<file path="config.mk">
export PLATFORM = sky130hd
export DESIGN_NAME = ihtq_ram
export DESIGN_NICKNAME = d
export VERILOG_FILES = /design/src/rtl/ihtq_ram.sv
export SDC_FILE = /design/constraint.sdc
export NUM_CORES = 2
export LEC_CHECK = 0
export ABC_AREA = 1
export BUFFER_PORTS_ARGS = -buffer_cell sky130_fd_sc_hd__buf_4
export CAP_MARGIN = 15
export CORE_MARGIN = 2
export CORE_UTILIZATION = 41
export CTS_CLUSTER_SIZE = 28
export DETAILED_ROUTE_END_ITERATION = 16
export PLACE_DENSITY = 0.59
export SKIP_LAST_GASP = 1
export SYNTH_ARGS = -nofsm -noshare
export SYNTH_HDL_FRONTEND = slang
export SYNTH_SLANG_ARGS = --single-unit
export TNS_END_PERCENT = 5
</file>
<file path="constraint.sdc">
create_clock -name aclk -period 1.9 [get_ports aclk]
set_input_delay 0 -clock aclk [delete_from_list [all_inputs] [get_ports aclk]]
set_output_delay 0 -clock aclk [all_outputs]
set_load 0.05 [all_outputs]
</file>
<file path="src/rtl/ihtq_ram.sv">
// generic single write port, single read port ram with registered read
// no dependencies
module ihtq_ram #(
    parameter int WIDTH = 8,
    parameter int DEPTH = 256
) (
    input  logic                     aclk,
    input  logic                     we,
    input  logic [$clog2(DEPTH)-1:0] waddr,
    input  logic [WIDTH-1:0]         wdata,
    input  logic [$clog2(DEPTH)-1:0] raddr,
    output logic [WIDTH-1:0]         rdata
);

    logic [WIDTH-1:0] mem [DEPTH];

    always_ff @(posedge aclk) begin
        if (we) begin
            mem[waddr] <= wdata;
        end
        rdata <= mem[raddr];
    end

endmodule

</file>
==> results.yml <==
run_status:
  status: "complete, but fails checks"
  violations: "setup timing"
sta:
  slew_headroom_pct: 48.7
  tightest_slew_ns: 0.768
  hold_ws_ns: 0.0778
  period_share_pct: 101
  fin_ws_ns: -0.0166
  tns_ns: -0.0230
  drv_slew: 0
  min_period_ns: 1.92
  setup_viol: 7
  hold_violations: 0
  skew_ns: 0.0542
  fmax_ghz: 0.522
  rsz0062_at_grt: "true"
setup_path:
  r2r_cells: 11
  worst_path_largest_cell_delay_ns: 0.37
  end_kind: "register"
  cp_max_fo: 1
  criticalPathCategory: "register to register"
  crit_chain: "nand2_1 > nand3_1 > nand3_1 > nand3_1 > nand3_1 > nand3_2 > buf_4 > nand3_1 > nand2_1 > nand2_2 > nand2_1"
  required_ns: 2.64
  arrival_ns: 2.65
  critPathBufInv: 1
  crit_slowest_cell: "edfxtp_1"
  crit_cells: 11
  worstSetupStartpointType: "register"
  cpLargestDelayFamily: "simple AND/OR/NAND/NOR gates"
  crit_path_frequent_cell: "nand3_1"
hold_path:
  min_path_type: "input pin to register"
  worstHoldPathCells: 8
synthesis:
  synth_async_sr_flop_share_pct: 0
  synth_commonest_cells: "nand2_1 (2123), edfxtp_1 (2048), nand3_1 (2019)"
  synth_area_sq_mm: 0.0834
  synth_cells: 7003
  synth_cell_types: 14
  muxShareOfSynthArea_pct: 0
  synth_area_leaders: "edfxtp_1 (74%), nand3_1 (12%), nand2_1 (9.6%)"
  avgSynthCellArea_sq_um: 11.9
  synth-edff-count: 2048
  synth_compound_area_share_pct: 0
  yosys.area.top_type_share_pct: 73.7
  synth-simple-area-share_pct: 22.9
  synthFlopType: "edfxtp_1"
  synth_top_cell_by_area: "edfxtp_1"
  ys_warn_count: 0
  synthesis.nets: 7029
  ys_seq_area_share_pct: 73.9
  synth_top_family_by_area: "simple AND/OR/NAND/NOR gates"
  ys_ff_latch: 2056
  synthXorXnorAreaFrac_pct: 0
  synthAdderAreaFrac_pct: 0
  yosysMostFrequentCell: "nand2_1"
power:
  power_leakage_uw: 0.0351
  p_sw_share_pct: 23.0
  power.density_mw_per_mm2: 991
  irDropWorstVdd_mv: 0.829
  switchingPower_uw: 22400
  power_frac_comb_pct: 6.8
  internal_power_uw: 75000
  power_frac_clock_pct: 41.8
  seqPwrFrac_pct: 51.3
routing:
  wl_per_cell_microns: 23.7
  routed_wl_microns: 243000
  routed_via_density: 5.49
  drt_first_pass_iters: 6
  route.antenna.remaining_nets: 0
  drtIter0Drc: 6580
  vias: 56500
  post-route-drc-count: 0
global_routing:
  grt_max_degree: 85
  gr-usage-all-layers_pct: 23.4
  grt_antenna_before_repair: 6
  overflow: 0
  grt_pass1_vias: 54000
  grt_pass1_wl_microns: 359000
place:
  place_ws_ns: -0.452
  dp_hpwl_microns: 150000
  io_buffers: 33
  gp_congestion: 0.880
floorplanning:
  dieArea_sq_mm: 0.207
  initial_utilization_pct: 41.3
  die_w_microns: 455
  core_area_sq_mm: 0.202
  boundaryPins: 34
  die_y_microns: 455
  rows: 165
clocking:
  cts_tree: "built"
  path_clk_slew_ns: 0.07
  clockRootBuffer: "clkbuf_16"
  numCtsBuffers: 210
  htreeDepth: 4
  clk_latency_ns: 0.86
  clk_path_buf_depth: 3
  clock-sinks: 2056
finish:
  drive_gt1_share_pct: 13.0
  nets: 7458
  syn2layout_area_growth_pct: 17.9
  post-route-util_pct: 48.7
flow_run:
  cap_viol_max_count: 0
-- per-layer routing --
| layer | track usage (%) | routed length [microns] |
|---|---|---|
| met5 | 0 | 13 |
| met4 | 8.48 | 8530 |
| met3 | 3.49 | 19100 |
| met2 | 37.0 | 114000 |
| met1 | 32.9 | 101000 |
-- power by group through the flow --
stage / Combinational [uW] / Sequential [uW] / Clock, uW
final: 6650 / 50000 / 40800
after global routing: 7150 / 50000 / 43200
after CTS: 6630 / 50000 / 41300
after detailed placement: 6570 / 51000 / 0
after global placement: 6520 / 51000 / 0
after floorplan: 3090 / 51100 / 0
-- state kept, by name, summed over array words and instances, names as in the netlist --
name and flops:
mem 2048, rdata 8
-- timing repair --
item                                    in CTS  in global routing
gates resized for setup                      6                 19
hold buffers                                20                  0
endpoints found under the setup margin       6                 32
buffers inserted                             0                  0
hold endpoints to repair                  2231                  0
-- cells by family (layout without fill, tap and decap cells) --
logic type | after synthesis | count (layout)
AND/OR/NAND/NOR | 4425 | 4425
flip-flops | 2056 | 2056
buffers and inverters | 522 | 1129
other | 0 | 2
-- layout make-up --
cell class / count / area [sq um]
Fill cell: 17500 / 104000
Clock buffer: 269 / 5520
Inverter: 39 / 180
Multi-Input combinational cell: 4425 / 19200
Tap cell: 2672 / 3340
Timing Repair Buffer: 700 / 7100
Clock inverter: 121 / 1290
Sequential cell: 2056 / 61700
Antenna cell: 2 / 5.00
-- cell usage in the layout, fill, tap and decap left out, types with 3 or more instances in the layout --
| master | count |
|---|---|
| clkinvlp_4 | 7 |
| buf_12 | 136 |
| buf_6 | 3 |
| dfxtp_1 | 8 |
| nand2_2 | 6 |
| bufinv_16 | 18 |
| dlygate4sd3_1 | 20 |
| nand2_1 | 2117 |
| clkbuf_16 | 211 |
| nand3_2 | 12 |
| buf_4 | 530 |
| buf_8 | 11 |
| clkinv_4 | 4 |
| inv_16 | 3 |
| nor2_1 | 279 |
| clkinv_2 | 27 |
| clkinv_16 | 8 |
| clkbuf_1 | 56 |
| inv_1 | 34 |
| clkinv_1 | 50 |
| edfxtp_1 | 2048 |
| inv_8 | 3 |
| nand3_1 | 2006 |
| nor2_2 | 4 |
-- final timing paths --
check / from / endpoint / slack (ns)
worst min-delay path: waddr[2] / mem[148][6]$_DFFE_PP_ / 0.08
worst max register to register: mem[239][5]$_DFFE_PP_ / rdata[5]$_DFF_P_ / -0.02
worst max-delay path: mem[239][5]$_DFFE_PP_ / rdata[5]$_DFF_P_ / -0.02
worst min register to register: mem[148][0]$_DFFE_PP_ / rdata[0]$_DFF_P_ / 0.97
-- worst reg2reg max path: stages (launching register included) --
cell and delay [ns]:
edfxtp_1 0.37, nand2_1 0.08, nand3_1 0.08, nand3_1 0.12
nand3_1 0.14, nand3_1 0.20, nand3_2 0.17, buf_4 0.20
nand3_1 0.15, nand2_1 0.10, nand2_2 0.14, nand2_1 0.08
-- metrics by stage --
stage	power [uW]	area, sq um	instances
floorplan	54200	83400	7003
global placement	57500	91200	9872
detailed placement	57600	91200	9872
CTS	98000	98300	10300
global route	100000	98300	10300
finish	97500	98300	10300
Note: power is estimated with default switching activity, not from simulation.
